`src/hdl/cpc_cross.sv`:
```
// two-stage 2-d cross product ax*by - ay*bx
// depends on nothing; instantiated by convex_polygon_clipper

module cpc_cross #(
  parameter int XW = 17
) (
  input  logic                 clk,
  input  logic signed [XW-1:0] ax,
  input  logic signed [XW-1:0] ay,
  input  logic signed [XW-1:0] bx,
  input  logic signed [XW-1:0] by,
  output logic signed [2*XW:0] res
);

  logic signed [2*XW-1:0] p1;
  logic signed [2*XW-1:0] p2;

  always_ff @(posedge clk) begin
    p1  <= ax * by;
    p2  <= ay * bx;
    res <= {p1[2*XW-1], p1} - {p2[2*XW-1], p2};
  end

endmodule

```
`config.mk`:
```
export PLATFORM = sky130hd
export DESIGN_NAME = cpc_cross
export DESIGN_NICKNAME = d
export VERILOG_FILES = /design/src/hdl/cpc_cross.sv
export SDC_FILE = /design/constraint.sdc
export NUM_CORES = 2
export LEC_CHECK = 0
export BUFFER_PORTS_ARGS = -buffer_cell sky130_fd_sc_hd__buf_2
export CAP_MARGIN = 20
export CORE_ASPECT_RATIO = 2
export CORE_MARGIN = 3
export CORE_UTILIZATION = 30
export CTS_BUF_LIST = sky130_fd_sc_hd__clkbuf_8
export DETAILED_ROUTE_END_ITERATION = 10
export PLACE_DENSITY_LB_ADDON = 0.15
export SYNTH_ARGS = -nofsm -noshare
export SYNTH_HDL_FRONTEND = slang
export SYNTH_SLANG_ARGS = --single-unit
```
`constraint.sdc`:
```
create_clock -name clk -period 8.2 [get_ports clk]
set_input_delay 0.82 -clock clk [delete_from_list [all_inputs] [get_ports clk]]
set_output_delay 0.82 -clock clk [all_outputs]
set_load 0.005 [all_outputs]
```
## Word-level counts from Yosys, hierarchy flattened

Cells that the tools add are included.

- Register bits after elaboration: 103
- Bits of input ports: 69
- Output and inout port bits: 35
- Logic and storage cells: 6

- Multipliers: 2
- Add/sub/neg operators: 1

Operators with widths:

| kind | number |
|---|---|
| multiplier 17 x 17 -> 34 bit | 2 |
| subtractor 34 x 34 -> 35 bit | 1 |

## Depth between registers and ports, before layout

- Word-level depth: 1
- Depth in mapped cells: 25
- Depth with buffers taken out: 23

## Least setup slack after synthesis

OpenSTA, ideal clock, no wires.

- Path type: input to register
- Start point: input bx[8]
- End point: register p2[32]
- Stages on the path: 23
- Path buffers: 3
- Setup time: 72 ps
- Data required time: 8,128 ps
- Path slack: 1,532 ps
- Data arrival time: 6,596 ps
- Cell sequence: clkbuf_1 -> clkbuf_1 -> nand2_1 -> fa_1 -> inv_1 -> fa_1 -> fa_1 -> fa_1 -> fa_1 -> inv_1 -> fa_1 -> inv_1 -> ha_1 -> clkbuf_1 -> a21o_1 -> a21o_1 -> a2111o_1 -> a21oi_1 -> o32ai_1 -> o41a_1 -> a21o_1 -> a21oi_2 -> xnor2_1

- Word-level cells in the longest chain between the ends: 1

Ends and longest elaborated chain:

| item | RTL line | text |
|---|---|---|
| start: declaration | 10 | `input logic signed [XW-1:0] bx,` |
| multiplier 17 x 17 -> 34 bit | 20 | `p2 <= ay * bx;` |
| end signal: assignment | 20 |  |
| end: declaration | 16 | `logic signed [2*XW-1:0] p2;` |

No other way between the ends.

## Worst setup path in the final report

- Start point: input by[16]
- End point: register p1[32]

- Word-level cells in the longest chain between the ends: 1

Ends and longest elaborated chain:

| item | RTL line | text |
|---|---|---|
| start: declaration | 11 | `input logic signed [XW-1:0] by,` |
| multiplier 17 x 17 -> 34 bit | 19 | `p1 <= ax * by;` |
| end signal: assignment | 19 |  |
| end: declaration | 15 | `logic signed [2*XW-1:0] p1;` |

No other way between the ends.

==> summary.txt <==
Placer Congestion - 0.828
die height - 418 µm
Initial DRC Count - 597
Worst EP required - 8.50 ns
CTS tree - built
crit path capture type - flip-flop
min-delay worst type - reg2reg
Tot GR Track Use - 16.6%
CTS Buffer Depth - 2
crit start category - input port
post-CTS setup buffer count - 0
Nets - 3631
Rel. slew slack - 51.5%
H-tree Lvls - 3
post-synthesis cell type count - 66
reg2reg end - res[28]$_DFF_P_
die extent in x - 212 µm
maxcap violations - 0
Routed wire per std cell - 18.4 µm
vias post-DR - 17.6k
syn avg cell area - 9.36 µm²
Final Worst Setup Slack - 1.11 ns
TritonCTS buffer count - 9
CTS hold repair buffers - 0
Seq cells post-synth - 103
R2R cell count - 12
post-cts resize count - 0
Synthesis Warnings - 0
global-route wire length before repair - 113000 µm
DRC Markers - 0
Syn Inst Count - 2719
origin of the critical flop-to-flop path - p1[0]$_DFF_P_
RSZ-0062 raised after global routing - no
antenna violations before repair - 1
status - complete, no violations
pre-CTS WS - 0.679 ns
sequential share of the synthesized area - 8.10%
clk slew on worst S/H paths - 0.09 ns
vias in the first global route - 20.1k
fillers - 8854
# IOs - 104
CP dominant cell by count - fa_1
count of input and output buffers - 103
clk sinks - 103
WL final - 70700 µm
fmax - 141 MHz
Worst Skew - 0.0117 ns
Final Max Slew Viols - 0
Slew @ Worst Pin - 0.727 ns
Data arrival, critical path - 7.39 ns
Core Box Area - 83900 µm²
Slowest-stage cell, CP - fa_1
cell taking the most area after synthesis - fa_1
Syn Std Cell Area - 25400 µm²
area of the die - 88600 µm²
clock root buffer - clkbuf_8
DP HPWL - 60600 µm
Post-synth EDFFs - 0
top cells by area, synth - fa_1 (47%), ha_1 (10%), inv_1 (9.9%)
Final Hold Vio Count - 0
Clock Latency Late Sink - 0.40 ns
Initial Util - 30.3%
CP endpoint - p1[32]$_DFF_P_
Final Util - 32.5%
grt ovf - 0
first drt pass iteration count - 5
post-synth top area share - 46.7%
largest net degree at the start of global routing - 18
critical path class - in2reg
Area growth syn-to-layout - 7.29%
minimum clock period - 7.09 ns
Mapped Nets - 3585
DRT antenna net count - 0
worst path cell trace - buf_2 > inv_1 > buf_4 > nor2_1 > fa_1 > fa_1 > fa_1 > fa_1 > fa_1 > inv_1 > fa_1 > inv_1 > ha_1 > nand2_1 > a2111oi_1 > o21ai_0 > a311oi_1 > buf_4 > nand3_1 > a31oi_1 > o21a_1 > nor2_1 > xnor2_1
slowest stage delay, CP - 0.52 ns
async set or reset register ratio after synthesis - 0%
worst-path fanout max - 11
Final Setup Violations - 0
final std cells w/o fill - 3835
Fin Setup TNS - 0 ns
Rows - 150
via/cell ratio - 4.60
CP Launch Point - by[16]
FF-to-FF setup slack - 5.12 ns
proportion of layout cells with a drive suffix above 1 - 5.20%
Tcrit/Tclk final - 86.5%
Main synth FF type - dfxtp_1
Placed Instances - 3818
[logic make-up after synthesis]
logic type / Yosys count / synth area share [%]
adder cells (fa/ha/maj): 797 / 56.7
buffers and inverters: 748 / 11.0
AND/OR/NAND/NOR: 740 / 14.5
AO/OA/AOI/OAI: 232 / 6.23
flip-flops: 103 / 8.10
XOR/XNOR: 99 / 3.41
[flip-flops by register name, indices dropped and copies added (netlist names)]
signal  count
res        35
p1         34
p2         34
[cell usage in the layout (no fill, tap or decap), types with 6 or more instances in the layout]
master	instances
inv_1	671
nor2_1	78
buf_2	103
a21o_1	41
nor3_1	13
nand2b_1	11
o31ai_1	7
o21a_1	17
fa_1	593
ha_1	204
and3_1	8
and2_1	292
xnor2_1	79
o21ai_0	36
nor2b_1	6
clkbuf_8	14
xor2_1	20
nand2_1	292
dfxtp_1	103
buf_4	9
nand3_1	12
a211oi_1	9
a31oi_1	10
a21oi_1	58
[layer usage]
layer | share of wire (%) | up-vias | GRT usage (%) | wire (µm)
met5 | 0 | - | 0 | 0
met4 | 3.0 | 0 | 5.08 | 2090
met3 | 1.9 | 84 | 0.900 | 1330
met2 | 59 | 284 | 33.8 | 41600
met1 | 36 | 9142 | 17.8 | 25700
li1 | - | 8136 | - | -
[cells in the mapped netlist, drive strengths merged, types with 38 or more instances]
library cell	count
inv	671
fa	593
and2	292
nand2	292
ha	204
dfxtp	103
xnor2	79
nor2	78
clkbuf	74
a21oi	60
a21o	41
o21ai	38
[area by class of cell]
cell class | instances | area, µm² | area share, %
clock inverter | 2 | 35.0 | 0.128
multi-input combinational | 1868 | 20600 | 75.4
inverter | 671 | 2520 | 9.23
tap | 1064 | 1330 | 4.88
timing repair buffer | 112 | 583 | 2.14
antenna | 1 | 2.50 | 0.00917
sequential | 103 | 2060 | 7.55
clock buffer | 14 | 193 | 0.706
[worst min path at each step]
stage / slack (ns) / from / depth (start not counted) / end
global route: 0.57 / p2[0]$_DFF_P_ / 2 / res[0]$_DFF_P_
finish: 0.55 / p2[0]$_DFF_P_ / 2 / res[0]$_DFF_P_
detailed placement: 0.55 / p2[0]$_DFF_P_ / 2 / res[0]$_DFF_P_
global placement: 0.54 / p2[0]$_DFF_P_ / 2 / res[0]$_DFF_P_
CTS: 0.57 / p2[0]$_DFF_P_ / 2 / res[0]$_DFF_P_
floorplan: 0.47 / p2[0]$_DFF_P_ / 2 / res[0]$_DFF_P_
[worst max-delay path, delay by kind of cell]
| family | cells | cell delay [ns] |
|---|---|---|
| AOI/OAI and AO/OA | 5 | 1.65 |
| xor gates and xnor gates | 1 | 0.12 |
| adders and majority gates | 7 | 3.41 |
| buffers and inverters | 6 | 1.06 |
| and+or+nand+nor | 4 | 0.33 |
[through the flow]
| stage | cell area [µm²] | hold slack, ns |
|---|---|---|
| after floorplan | 25400 | 0.470 |
| after global placement | 27100 | 0.539 |
| after detailed placement | 27100 | 0.555 |
| after CTS | 27300 | 0.567 |
| after global routing | 27300 | 0.573 |
| final | 27300 | 0.550 |
Power is left out: the tool's default activity adds up to more than one toggle a clock period on the data nets, which glitch-free logic cannot reach.
