$ cat src/hdl/cpc_mem.sv
// ping-pong vertex store: two synchronous banks, one write and one read per cycle
// depends on nothing; instantiated by convex_polygon_clipper

module cpc_mem #(
  parameter int DEPTH = 38,
  parameter int DW    = 32,
  parameter int AW    = 6
) (
  input  logic          clk,
  input  logic          wr_en,
  input  logic          wr_bank,
  input  logic [AW-1:0] wr_addr,
  input  logic [DW-1:0] wr_data,
  input  logic          rd_bank,
  input  logic [AW-1:0] rd_addr,
  output logic [DW-1:0] rd_data
);

  logic [DW-1:0] bank0 [DEPTH];
  logic [DW-1:0] bank1 [DEPTH];
  logic [DW-1:0] rd0;
  logic [DW-1:0] rd1;
  logic          rd_bank_q;

  always_ff @(posedge clk) begin
    if (wr_en && !wr_bank) begin
      bank0[wr_addr] <= wr_data;
    end
    rd0 <= bank0[rd_addr];
  end

  always_ff @(posedge clk) begin
    if (wr_en && wr_bank) begin
      bank1[wr_addr] <= wr_data;
    end
    rd1 <= bank1[rd_addr];
  end

  always_ff @(posedge clk) begin
    rd_bank_q <= rd_bank;
  end

  assign rd_data = rd_bank_q ? rd1 : rd0;

endmodule

$ cat config.mk
export PLATFORM = sky130hd
export DESIGN_NAME = cpc_mem
export DESIGN_NICKNAME = d
export VERILOG_FILES = /design/src/hdl/cpc_mem.sv
export SDC_FILE = /design/constraint.sdc
export NUM_CORES = 2
export LEC_CHECK = 0
export ABC_CLOCK_PERIOD_IN_PS = 4340
export BUFFER_PORTS_ARGS = -buffer_cell sky130_fd_sc_hd__clkbuf_2
export CAP_MARGIN = 40
export CORE_MARGIN = 4
export CORE_UTILIZATION = 40
export CTS_CLUSTER_DIAMETER = 100
export DETAILED_ROUTE_END_ITERATION = 8
export PLACE_DENSITY_LB_ADDON = 0.15
export SYNTH_ARGS = -nofsm -noshare
export SYNTH_HDL_FRONTEND = slang
export SYNTH_SLANG_ARGS = --single-unit
$ cat constraint.sdc
create_clock -name clk -period 4.34 [get_ports clk]
set_input_delay 0.651 -clock clk [delete_from_list [all_inputs] [get_ports clk]]
set_output_delay 0.651 -clock clk [all_outputs]
set_load 0.005 [all_outputs]
# Yosys cells after proc, flatten, opt, wreduce, memory -nomap -nowiden
# Memory sizes are Yosys's and may differ from the RTL's. A register that Yosys moved wholly into a read port is not among the register bits.
# Index checks and enable logic that the tools add are counted.
[totals]
register_bits = 1
ram_bits = 2432
in_bits = 48
out_inout_bits = 32
word_cells = 11
memories = 2
[classes]
mux = 5
reduce_logical = 3
[memory_table]
columns = ["memory", "depth", "word_bits", "read_ports", "rd_ports_with_merged_regs", "wr", "line", "source"]
rows = [
  ["bank0", 38, 32, 1, 1, 1, "19", "logic [DW-1:0] bank0 [DEPTH];"],
  ["bank1", 38, 32, 1, 1, 1, "20", "logic [DW-1:0] bank1 [DEPTH];"],
]
[op_table]
columns = ["op", "count"]
rows = [
  ["32-bit two-way mux", 1],
  ["1-bit two-way mux", 4],
  ["1-bit logical AND", 2],
  ["1-bit logical NOT", 1],
]

# Logic depth before layout (Yosys ltp)
[depth]
ltp_word = 4
mapped_depth = 10
mapped_depth_nobuf = 5

# Worst setup path after synthesis
# Ideal clock, no wire load.
[synth_timing]
kind = "input -> register"
startpoint = "input port wr_addr[1]"
endpoint = "memory bank0[10][0] (enable)"
setup_ps = 421
arrival_time_ps = 2878
t_required_ps = 3919
path_slack_ps = 1040
path_stages = 4
n_path_buf = 2
cell_sequence = "clkbuf_1 -> or3b_2 -> clkbuf_1 -> nor2_1"
[synth_rtl]
columns = ["item", "line", "source"]
rows = [
  ["start, declared", "12", "input logic [AW-1:0] wr_addr,"],
  ["end, declared", "19", ""],
]
# Straight into the memory's write port.

# Worst setup path in the final report
[layout_timing]
startpoint = "register rd_bank_q"
endpoint = "output port rd_data[5]"
[layout_between]
elab_chain_len = 1
[layout_rtl]
columns = ["item", "line", "source"]
rows = [
  ["start, declared", "23", "logic rd_bank_q;"],
  ["start signal, assigned", "40", "rd_bank_q <= rd_bank;"],
  ["32-bit two-way mux", "43", "assign rd_data = rd_bank_q ? rd1 : rd0;"],
  ["end, declared", "16", "output logic [DW-1:0] rd_data"],
]
# Every way passes these cells.

==> run_results.csv <==
group,metric,value,unit
routing,routed_wl,255.3,mm
routing,first_pass_iters,7,
layout,fin_nets,4584,
layout,layout-drive-gt1-share,30.12,%
floorplanning,rows,178,
power_and_ir_drop,p_seq_share,52.2,%
clocking,cts_max_level,5,
floorplanning,ioPinCount,80,
clocking,post_cts_buffers,0,
yosys,synthesis.nets,4173,
power_and_ir_drop,leakagePower,34.82,nW
yosys,synth_ff_type,"edfxtp_1",
timing,timing.fmax,299.3,MHz
timing,hold_viol,0,
routing,drtIter0Drc,4509,
routing,drc,0,
power_and_ir_drop,ir_drop,0.4393,mV
global_route,grt_max_degree,77,
setup_path,critPathTopFamily,"buffers and inverters",
yosys,synth_edf_count,2432,
power_and_ir_drop,clock_power_share,42.9,%
setup_path,cp_max_fo,21,
global_route,grt_first_pass_wirelength,357.9,mm
clocking,clock_sinks,2497,
clocking,insertion_delay,0.91,ns
timing,rsz0062_at_grt,"no",
routing,wl_per_cell,32.39,um
power_and_ir_drop,p_per_area,467.4,nW/um2
floorplanning,core_area,235200,um2
power_and_ir_drop,comb_power_share,5.0,%
clocking,cts_root_buffer,"clkbuf_16",
timing,fin_worst_skew,0.04799,ns
power_and_ir_drop,switchingPower,0.01077,W
yosys,yosys_register_bits,2497,
timing,setup_tns,0,ns
yosys,yosys_warnings,0,
setup_path,worstSetupPathType,"reg2out",
clocking,tritoncts,"built",
routing,vias_per_cell,5.642,
yosys,avgSynthCellArea,22.91,um2
floorplanning,die_x,494.1,um
setup_path,cp_num_buf_inv,3,
floorplanning,dieArea,244100,um2
setup_path,cp-start-kind,"register",
placed_design,numPortBuffers,79,
global_route,grt_usage,20.90,%
run,cap_violations,0,
clocking,clk_pin_slew,0.06,ns
placed_design,hpwl,146.6,mm
setup_path,end_kind,"primary output",
timing,tightest_slew,1.087,ns
routing,drtAntennaViolNets,0,
clocking,numCtsBuffers,280,
setup_path,worst-r2r-setup-slack,2.16,ns
placed_design,gp_congestion,0.7811,
setup_path,crit_chain,"buf_12, buf_4, mux2_2, clkbuf_2",
global_route,antenna_found_initial,15,
yosys,synthArstFlopShare,0,%
routing,vias,44470,
floorplanning,die_y,494.1,um
timing,min_period,3.341,ns
setup_path,critPathMaxStageDelay,0.53,ns
yosys,synth_cell_types,29,
setup_path,worst_ep_required_time,3.69,ns
clocking,cts_max_path_buffers,4,
yosys,synthCells,4125,
power_and_ir_drop,p_int,0.04049,W
timing,finalCritPeriodShare,76.99,%
timing,slew-limit-headroom,27.55,%
layout,syn_to_final_growth,16.06,%
global_route,grt_overflow_total,0,
yosys,netlist_area,94510,um2
setup_path,cp.arrival,2.69,ns
power_and_ir_drop,switching_share,21.02,%
setup_path,slowest_stage,"dfxtp_2",
floorplanning,start_util,40.18,%
yosys,yosysSeqAreaShare,78.65,%
hold_path,hold_class,"in2reg",
outcome,status,"finished, final reports clean",
timing,finalMaxSlewViolations,0,
timing,finalSetupViolations,0,
global_route,grt_pass1_vias,45070,
timing,hold_slack,0.05930,ns
## cell usage after synthesis (11+ instances only)
cell type | n | share of area, %
o31ai_1 | 11 | 0.087
buf_2 | 44 | 0.23
edfxtp_1 | 2432 | 77
and3_1 | 11 | 0.073
nand2_1 | 125 | 0.50
a22oi_1 | 44 | 0.35
dfxtp_1 | 65 | 1.4
a311oi_1 | 11 | 0.10
buf_1 | 38 | 0.15
o22ai_1 | 53 | 0.35
clkbuf_1 | 85 | 0.34
buf_6 | 23 | 0.27
nor2_1 | 145 | 0.58
buf_4 | 34 | 0.27
mux4_2 | 607 | 14
o211ai_1 | 11 | 0.087
mux2_2 | 32 | 0.38
mux2i_1 | 225 | 2.4
a21oi_1 | 106 | 0.56
## area by class of cell
class	count	area (um2)
fill	19380	125500
sequential	2497	74330
multi-input combinational	1404	19560
clock inverter	88	688.2
tap	3150	3941
timing repair buffer	353	3455
antenna	9	22.52
clock buffer	382	7687
## cells in the final DEF (no fill, tap or decap), drive strengths merged, types with 6 or more instances in the layout
cell type / instances
a21oi: 106
dlygate4sd3: 7
diode: 9
o22ai: 53
and3: 11
mux4: 607
edfxtp: 2432
a311oi: 11
nand2: 125
nor2b: 7
clkbuf: 441
inv: 6
clkinv: 69
mux2: 32
buf: 287
bufinv: 10
o31ai: 11
o211ai: 11
nor2: 145
dfxtp: 65
mux2i: 225
a22oi: 44
## per-layer routing
metal / wire, um / global-route usage, % / vias to the layer above
li1: - / - / 18260
met1: 114700 / 31.68 / 24470
met5: 26 / 0 / -
met4: 5086 / 4.506 / 4
met2: 119200 / 32.07 / 1445
met3: 16310 / 3.449 / 295
## registers in the layout, summed over array words and instances, names as in the netlist
| signal | cells |
|---|---|
| bank0 | 1216 |
| bank1 | 1216 |
| rd0 | 32 |
| rd1 | 32 |
| rd_bank_q | 1 |
## per-stage QoR
step | setup slack [ns] | power (W) | utilization (%) | area (um2) | std cells
floorplan | 1.040 | 0.02844 | - | 94510 | 4125
global placement | 0.4577 | 0.02976 | 42.79 | 100600 | 7367
detailed placement | 0.7363 | 0.02984 | 43.04 | 101200 | 7396
CTS | 0.9127 | 0.05184 | 46.63 | 109700 | 7873
global route | 0.9298 | 0.05298 | 46.63 | 109700 | 7875
finish | 0.9986 | 0.05126 | 46.64 | 109700 | 7883
## path summary, 6_finish.rpt
path            startpoint       endpoint  cells after the start
min            wr_data[26]  bank0[28][26]                      1
min reg2reg  bank0[36][14]        rd0[14]                      4
max reg2reg   bank0[12][1]         rd0[1]                      5
max              rd_bank_q     rd_data[5]                      4
## cell families (layout without fill, tap and decap cells)
| group | Yosys count | count (layout) | synth area share, % |
|---|---|---|---|
| muxes | 864 | 864 | 17.23 |
| other | 0 | 9 | 0 |
| DFF | 2497 | 2497 | 78.65 |
| buffers and inverters | 224 | 823 | 1.266 |
| AOI/OAI and AO/OA | 236 | 236 | 1.538 |
| and+or+nand+nor | 304 | 304 | 1.315 |
## repair_timing
action,4_1_cts,5_1_grt
gates resized for setup,0,0
hold buffers,7,0
endpoints found under the hold margin,17,0
## power groups by stage
| stage | registers [W] | clock network (W) | logic (W) |
|---|---|---|---|
| 5_1_grt | 0.0267 | 0.0235 | 0.00271 |
| 3_5_place_dp | 0.0273 | 0 | 0.00258 |
| 6_report | 0.0267 | 0.0220 | 0.00255 |
| 2_1_floorplan | 0.0271 | 0 | 0.00130 |
| 4_1_cts | 0.0268 | 0.0225 | 0.00258 |
| 3_3_place_gp | 0.0273 | 0 | 0.00249 |
Power figures use the tool's default switching activity.
