**config.mk**
```make
export PLATFORM = sky130hd
export DESIGN_NAME = cpc_div
export DESIGN_NICKNAME = d
export VERILOG_FILES = /design/src/hdl/cpc_div.sv
export SDC_FILE = /design/constraint.sdc
export NUM_CORES = 1
export LEC_CHECK = 0
export ABC_CLOCK_PERIOD_IN_PS = 9400
export BUFFER_PORTS_ARGS = -buffer_cell sky130_fd_sc_hd__buf_2
export CELL_PAD_IN_SITES_DETAIL_PLACEMENT = 0
export CELL_PAD_IN_SITES_GLOBAL_PLACEMENT = 1
export CORE_MARGIN = 3
export CORE_UTILIZATION = 49
export CTS_CLUSTER_SIZE = 20
export DETAILED_ROUTE_END_ITERATION = 7
export PLACE_DENSITY = 0.88
export SYNTH_ARGS = -nofsm -noshare
export SYNTH_HDL_FRONTEND = slang
export SYNTH_SLANG_ARGS = --single-unit
```
**constraint.sdc**
```tcl
create_clock -name clk -period 9.4 [get_ports clk]
set_input_delay 1.88 -clock clk [delete_from_list [all_inputs] [get_ports clk]]
set_output_delay 1.88 -clock clk [all_outputs]
set_load 0.005 [all_outputs]
```
**src/hdl/cpc_div.sv**
```systemverilog
// iterative signed divider, one quotient bit per cycle, truncates toward zero
// depends on nothing; the caller guarantees |quotient| fits in QW bits

module cpc_div #(
  parameter int NW = 53,
  parameter int DW = 35,
  parameter int QW = 17,
  parameter int OW = 16
) (
  input  logic                 clk,
  input  logic                 rst,
  input  logic                 start,
  input  logic signed [NW-1:0] numer,
  input  logic signed [DW-1:0] denom,
  output logic                 done,
  output logic signed [OW-1:0] quot
);

  localparam int RMW = NW - QW;
  localparam int CNW = $clog2(QW + 1);

  logic [RMW-1:0] rem;
  logic [QW-1:0]  qr;
  logic [DW-1:0]  dmag;
  logic           neg;
  logic           busy;
  logic [CNW-1:0] cnt;

  logic [NW-1:0]  nmag;
  logic [RMW-1:0] sh;
  logic           ge;
  logic [QW-1:0]  qfin;
  logic [QW-1:0]  qs;

  always_comb begin
    nmag = numer[NW-1] ? NW'(-numer) : NW'(numer);
    sh   = {rem[RMW-2:0], qr[QW-1]};
    ge   = sh >= RMW'(dmag);
    qfin = {qr[QW-2:0], ge};
    qs   = neg ? QW'(-qfin) : qfin;
  end

  always_ff @(posedge clk) begin
    if (rst) begin
      busy <= 1'b0;
      done <= 1'b0;
    end else begin
      // pulse on the step that settles the last quotient bit
      done <= !start && busy && (cnt == CNW'(QW - 1));
      if (start) begin
        rem  <= nmag[NW-1:QW];
        qr   <= nmag[QW-1:0];
        dmag <= denom[DW-1] ? DW'(-denom) : DW'(denom);
        neg  <= numer[NW-1] ^ denom[DW-1];
        cnt  <= '0;
        busy <= 1'b1;
      end else if (busy) begin
        rem <= ge ? sh - RMW'(dmag) : sh;
        qr  <= qfin;
        cnt <= cnt + CNW'(1);
        if (cnt == CNW'(QW - 1)) begin
          busy <= 1'b0;
          quot <= qs[OW-1:0];
        end
      end
    end
  end

endmodule

```
* Yosys cells after proc, flatten, opt, wreduce, memory -nomap -nowiden
Cells that the tools add are included.
Storage, ports and cells: flip-flop bits (word level) 111, output and inout bits 17, logic and storage cells 38
Cells by class: add/subtract/negate cells 5, order comparisons 1, eq/ne operators 1, multiplexer cells 12, bitwise operators 3, reduce and logical (&&, ||, !) cells 7
Operators by type and width (number):
- $mux 35 | 3
- $mux 52 | 1
- $neg 52->52 | 1
- $ge 36x35->1 | 1
- $neg 35->35 | 1
- $sub 35x35->35 | 1
- $mux 17 | 2
- $mux 34 | 1
- $mux 16 | 1
- $neg 16->16 | 1
- $add 5x1->5 const B | 1
- $eq 5x5->1 const B | 1
- $mux 5 | 1
- $reduce_and 2->1 | 2
- $reduce_and 4->1 | 1
- $mux 1 | 3
- $logic_and 1x1->1 | 2
- $not 1->1 | 2
- $reduce_bool 2->1 | 1
- $logic_not 1->1 | 1
- $xor 1x1->1 | 1

* Logic depth before layout (Yosys ltp)
depth after elaboration 4, gate-level depth with buffers 15

* Worst setup path after synthesis
Ideal clock, no wire load.
kind input -> register, start input start, end register cnt[0], enable pin, setup time 0.472 ns, arrival 5.162 ns, required time 8.928 ns, slack 3.766 ns, stages 5, buffers on the path 3, path through clkbuf_1 -> clkbuf_1 -> clkbuf_1 -> nor2_1 -> nor2_1
Between the ends: cells in the longest elaborated chain, start to end 2
Ends and longest elaborated chain:
- from (decl) | RTL line 12 | input logic start,
- $reduce_bool 2->1 (no line)
- $reduce_and 2->1 (no line)
- to (signal assigned) | RTL line 60 | cnt <= cnt + CNW'(1);
- to (decl) | RTL line 27 | logic [CNW-1:0] cnt;
No other way between the ends. A chain may end at the register's enable or synchronous reset.

* Worst setup path after layout
start input start, end register dmag[2], enable pin
Between the ends: cells in the longest elaborated chain, start to end 1
Ends and longest elaborated chain:
- $reduce_and 2->1 (no line)
- to (signal assigned) | RTL line 53 | dmag <= denom[DW-1] ? DW'(-denom) : DW'(denom);
- to (decl) | RTL line 24 | logic [DW-1:0] dmag;
No other way between the ends.

==> impl_summary.txt <==
----------------------------------------------------
[Drt]
  First-pass iteration count of the detailed router ... 5
  Vias per cell ... 5.845
  Initial DRC count ... between 500 and 600
  Detail-routed net length per standard cell ... ~17 µm
  Post-detailed-route count of antenna-violating nets ... 0
  DRT Wirelength ... 20,870 µm
  Post-route DRC ... 0
  Overall via count from detail_route ... 7,148

[Yosys]
  Register bit total from synthesis ... 111
  Fraction of post-synthesis cell area in the top cell type by area ... 38.13%
  Count of unique library cells instantiated by Yosys ... between 60 and 70
  Cell with the most instances after synthesis ... sky130_fd_sc_hd__edfxtp_1
  Cell taking the most area after synthesis ... sky130_fd_sc_hd__edfxtp_1
  Sequential element share of the synthesized area ... 38.59%
  Async SR Flop Fraction ... 0%
  Post-synthesis cell count ... 912
  Synth cell count leaders ... sky130_fd_sc_hd__edfxtp_1 (109), sky130_fd_sc_hd__nand2_1 (78), sky130_fd_sc_hd__xnor2_1 (73)
  Warnings, synthesis ... 0
  Post-synthesis average cell area ... 9.413 µm²
  Post-synthesis instance area ... 0.008584 mm²
  Synthesized Nets ... 1,044
  Post-synth EDFFs ... 109
  Ranking of synthesized cells by area ... sky130_fd_sc_hd__edfxtp_1 (38%), sky130_fd_sc_hd__xnor2_1 (7.4%), sky130_fd_sc_hd__ha_1 (5.8%)
  Top_reg_cell synth ... sky130_fd_sc_hd__edfxtp_1

[Floorplanning]
  Vertical die dimension ... 138.4 µm
  Horizontal die dimension ... about 140 µm
  Standard-cell row count ... 47
  Number of top-level pins ... about 110
  Standard cell core area ... 0.01688 mm²
  Starting density of the core ... 50.86%
  Area enclosed by the die boundary ... 0.01914 mm²

[Pwr]
  Total power consumption of the routed design ... 0.001512 W
  Power Dens Cells ... about 160 mW/mm²
  Leakage power ... 3.775 nW
  Max IR drop VDD ... 0.09592 mV

[Clocking]
  Worst-skew pair later-pin latency ... 0.37 ns
  Clock Sinks ... 111
  Cell chosen for the clock root ... sky130_fd_sc_hd__clkbuf_16
  Max H-tree Level ... 3
  Number of buffers added for setup after CTS ... 0
  Post-CTS clock slew at the launch and capture registers of the worst setup and hold paths ... 0.08 ns
  TritonCTS clock tree ... built
  Cells resized by post-CTS repair ... 0
  Hold buffer count at cts ... 0
  TritonCTS Buffers ... 9
  Clock buffer depth ... 2

[Min path]
  Capture endpoint of the worst hold path ... done
  Hold Path Origin ... busy
  Kind of path behind the tightest hold check ... reg2reg
  Number of cells on the worst hold path ... 1

[Global routing]
  Largest net degree at the start of global routing ... 83
  Total overflow reported by the global router ... 0
  Most congested layer reported by global routing ... met2
  Vias in the first global route ... between 6,000 and 7,000
  Grt met3 use ... 2.935%
  Met2 global-route usage ... a little over a third
  All-layer global routing usage ... 21.91%
  First-pass GRT wire length ... 34,440 µm
  Antenna violations before repair ... 0
  M1 GR Usage ... ~31%

[Timing]
  Least-Margin Pin Slew ... around 1.1 ns
  Final clock period utilization by the worst path ... 52.61%
  Post-layout minimum cycle time ... 4.945 ns
  Final hold violation count ... 0
  Setup skew after layout ... 0.01440 ns
  Final hold slack ... 0.5333 ns
  Slew Viols, Final ... 0
  RSZ-0062 raised after global routing ... no
  Setup violators final ... 0
  Achievable Freq ... 0.2022 GHz
  Final setup TNS ... 0 ns
  Tightest slew margin relative to the limit ... 28.40%

[Critical path]
  Type of the worst setup path ... in2reg
  Startpoint of the worst register-to-register path ... rem[13]
  CP arrival ... 4.93 ns
  Category of cells accounting for the largest share of critical-path delay ... buffers and inverters
  Startpoint Class ... input pin
  Critical-path cell with the highest stage delay ... sky130_fd_sc_hd__nor2_4
  Setup slack of the most critical reg-to-reg path ... ~4.9 ns
  Kind of capture point of the worst setup path ... register
  Worst path cell trace ... buf_2, buf_4, clkinv_1, nor2_4
  Critical Path Max Stage Delay ... 1.15 ns
  Buffers and inverters on the worst path ... 3
  Required time of the critical path ... 9.39 ns
  CP max FO ... 82
  FF-to-FF End ... quot[14]
  Number of cell instances on the worst register-to-register path ... 12

[Final layout]
  Share of post-route cells with drive strength above 1 ... 15.45%
  Multi-input combinational cell area ... 0.004955 mm²
  Number of inserted diodes ... 0
  Final design area excluding fillers ... 0.009598 mm²
  Number of nets in the final layout ... 1,130
  Area growth from synthesis to layout ... 11.81%
  Fill cell instance count of the final layout ... 1,542
  Post-route insts no fill ... approximately 1,200
  Combined flip-flop and latch cell area ... between 0.003 and 0.004 mm²

[Place]
  HPWL reported at the end of detailed placement ... 15,760 µm
  Port buffer count ... 107
  Placed Area ... 0.009311 mm²
  Inst Count DP ... 1,207
  Routability-driven placement congestion ratio ... 0.9515

[Run]
  Max_cap viols ... 0

[Run status]
  Result of the run ... finished, final reports clean

----------------------------------------------------
sequential cells by signal, indices dropped and copies added (netlist names):
| signal | count |
|---|---|
| dmag | 35 |
| rem | 35 |
| qr | 17 |
| quot | 16 |
| cnt | 5 |
| busy | 1 |
| done | 1 |
| neg | 1 |
layer usage:
layer	vias up	wire, µm
li1	3546	-
met1	3333	9702
met2	240	9396
met3	29	1307
met4	0	461
met5	-	0
where the power goes:
part / internal, W / switching [W] / leakage, nW
sequential: 0.000603 / 0.0000275 / 1.04
clock: 0.000186 / 0.000201 / 0.142
combinational: 0.000205 / 0.000290 / 2.60
total: 0.000994 / 0.000518 / 3.78
cell families after synthesis:
logic type      synth area share [%]
simple gates                   16.27
compound gates                 18.71
xor+xnor                       12.55
flops                          38.59
buf+inv                        3.935
fa+ha+maj                      6.063
mux                            3.877
how the worst max path moves through the flow:
| stage | start | endpoint | slack [ns] | cells after the start |
|---|---|---|---|---|
| 4_1_cts | start | dmag[2] | 4.50 | 4 |
| 3_5_place_dp | start | dmag[2] | 4.13 | 4 |
| 6_report | start | dmag[2] | 4.45 | 4 |
| 2_1_floorplan | start | cnt[0] | 3.77 | 5 |
| 5_1_grt | start | dmag[2] | 4.14 | 4 |
| 3_3_place_gp | start | dmag[2] | 4.17 | 4 |
cell type report:
cell class	instances	share of cell area (%)
clock buffers	9	2.346
clock inverters	7	0.6388
flip-flops and latches	111	34.52
multi-input cells	711	51.62
well taps	220	2.868
repair buffers	111	5.892
inverters	54	2.112
stage by stage:
step                util [%]  setup slack [ns]
floorplan                  -             3.766
global placement       55.17             4.172
detailed placement     55.17             4.126
CTS                    56.87             4.501
global route           56.87             4.138
finish                 56.87             4.455
placed cells by master (no fill, tap or decap), drive strengths merged, types with 4 or more instances in the layout:
master	instances
xnor2	73
a21o	13
clkinv	4
a31oi	7
or2	10
nand4	10
buf	111
nand3	12
clkbuf	9
inv	57
a21boi	4
nor4	8
xor2	50
nand3b	4
or3	19
nor3	16
o21bai	4
nand2	78
a21oi	57
or4	16
a211oi	6
o21a	8
o21ai	59
o211ai	4
nor2	66
o31ai	28
ha	40
nand2b	11
nor2b	10
mux2i	31
edfxtp	109
o41ai	17
a22oi	9
Note: power is estimated with default switching activity, not from simulation.
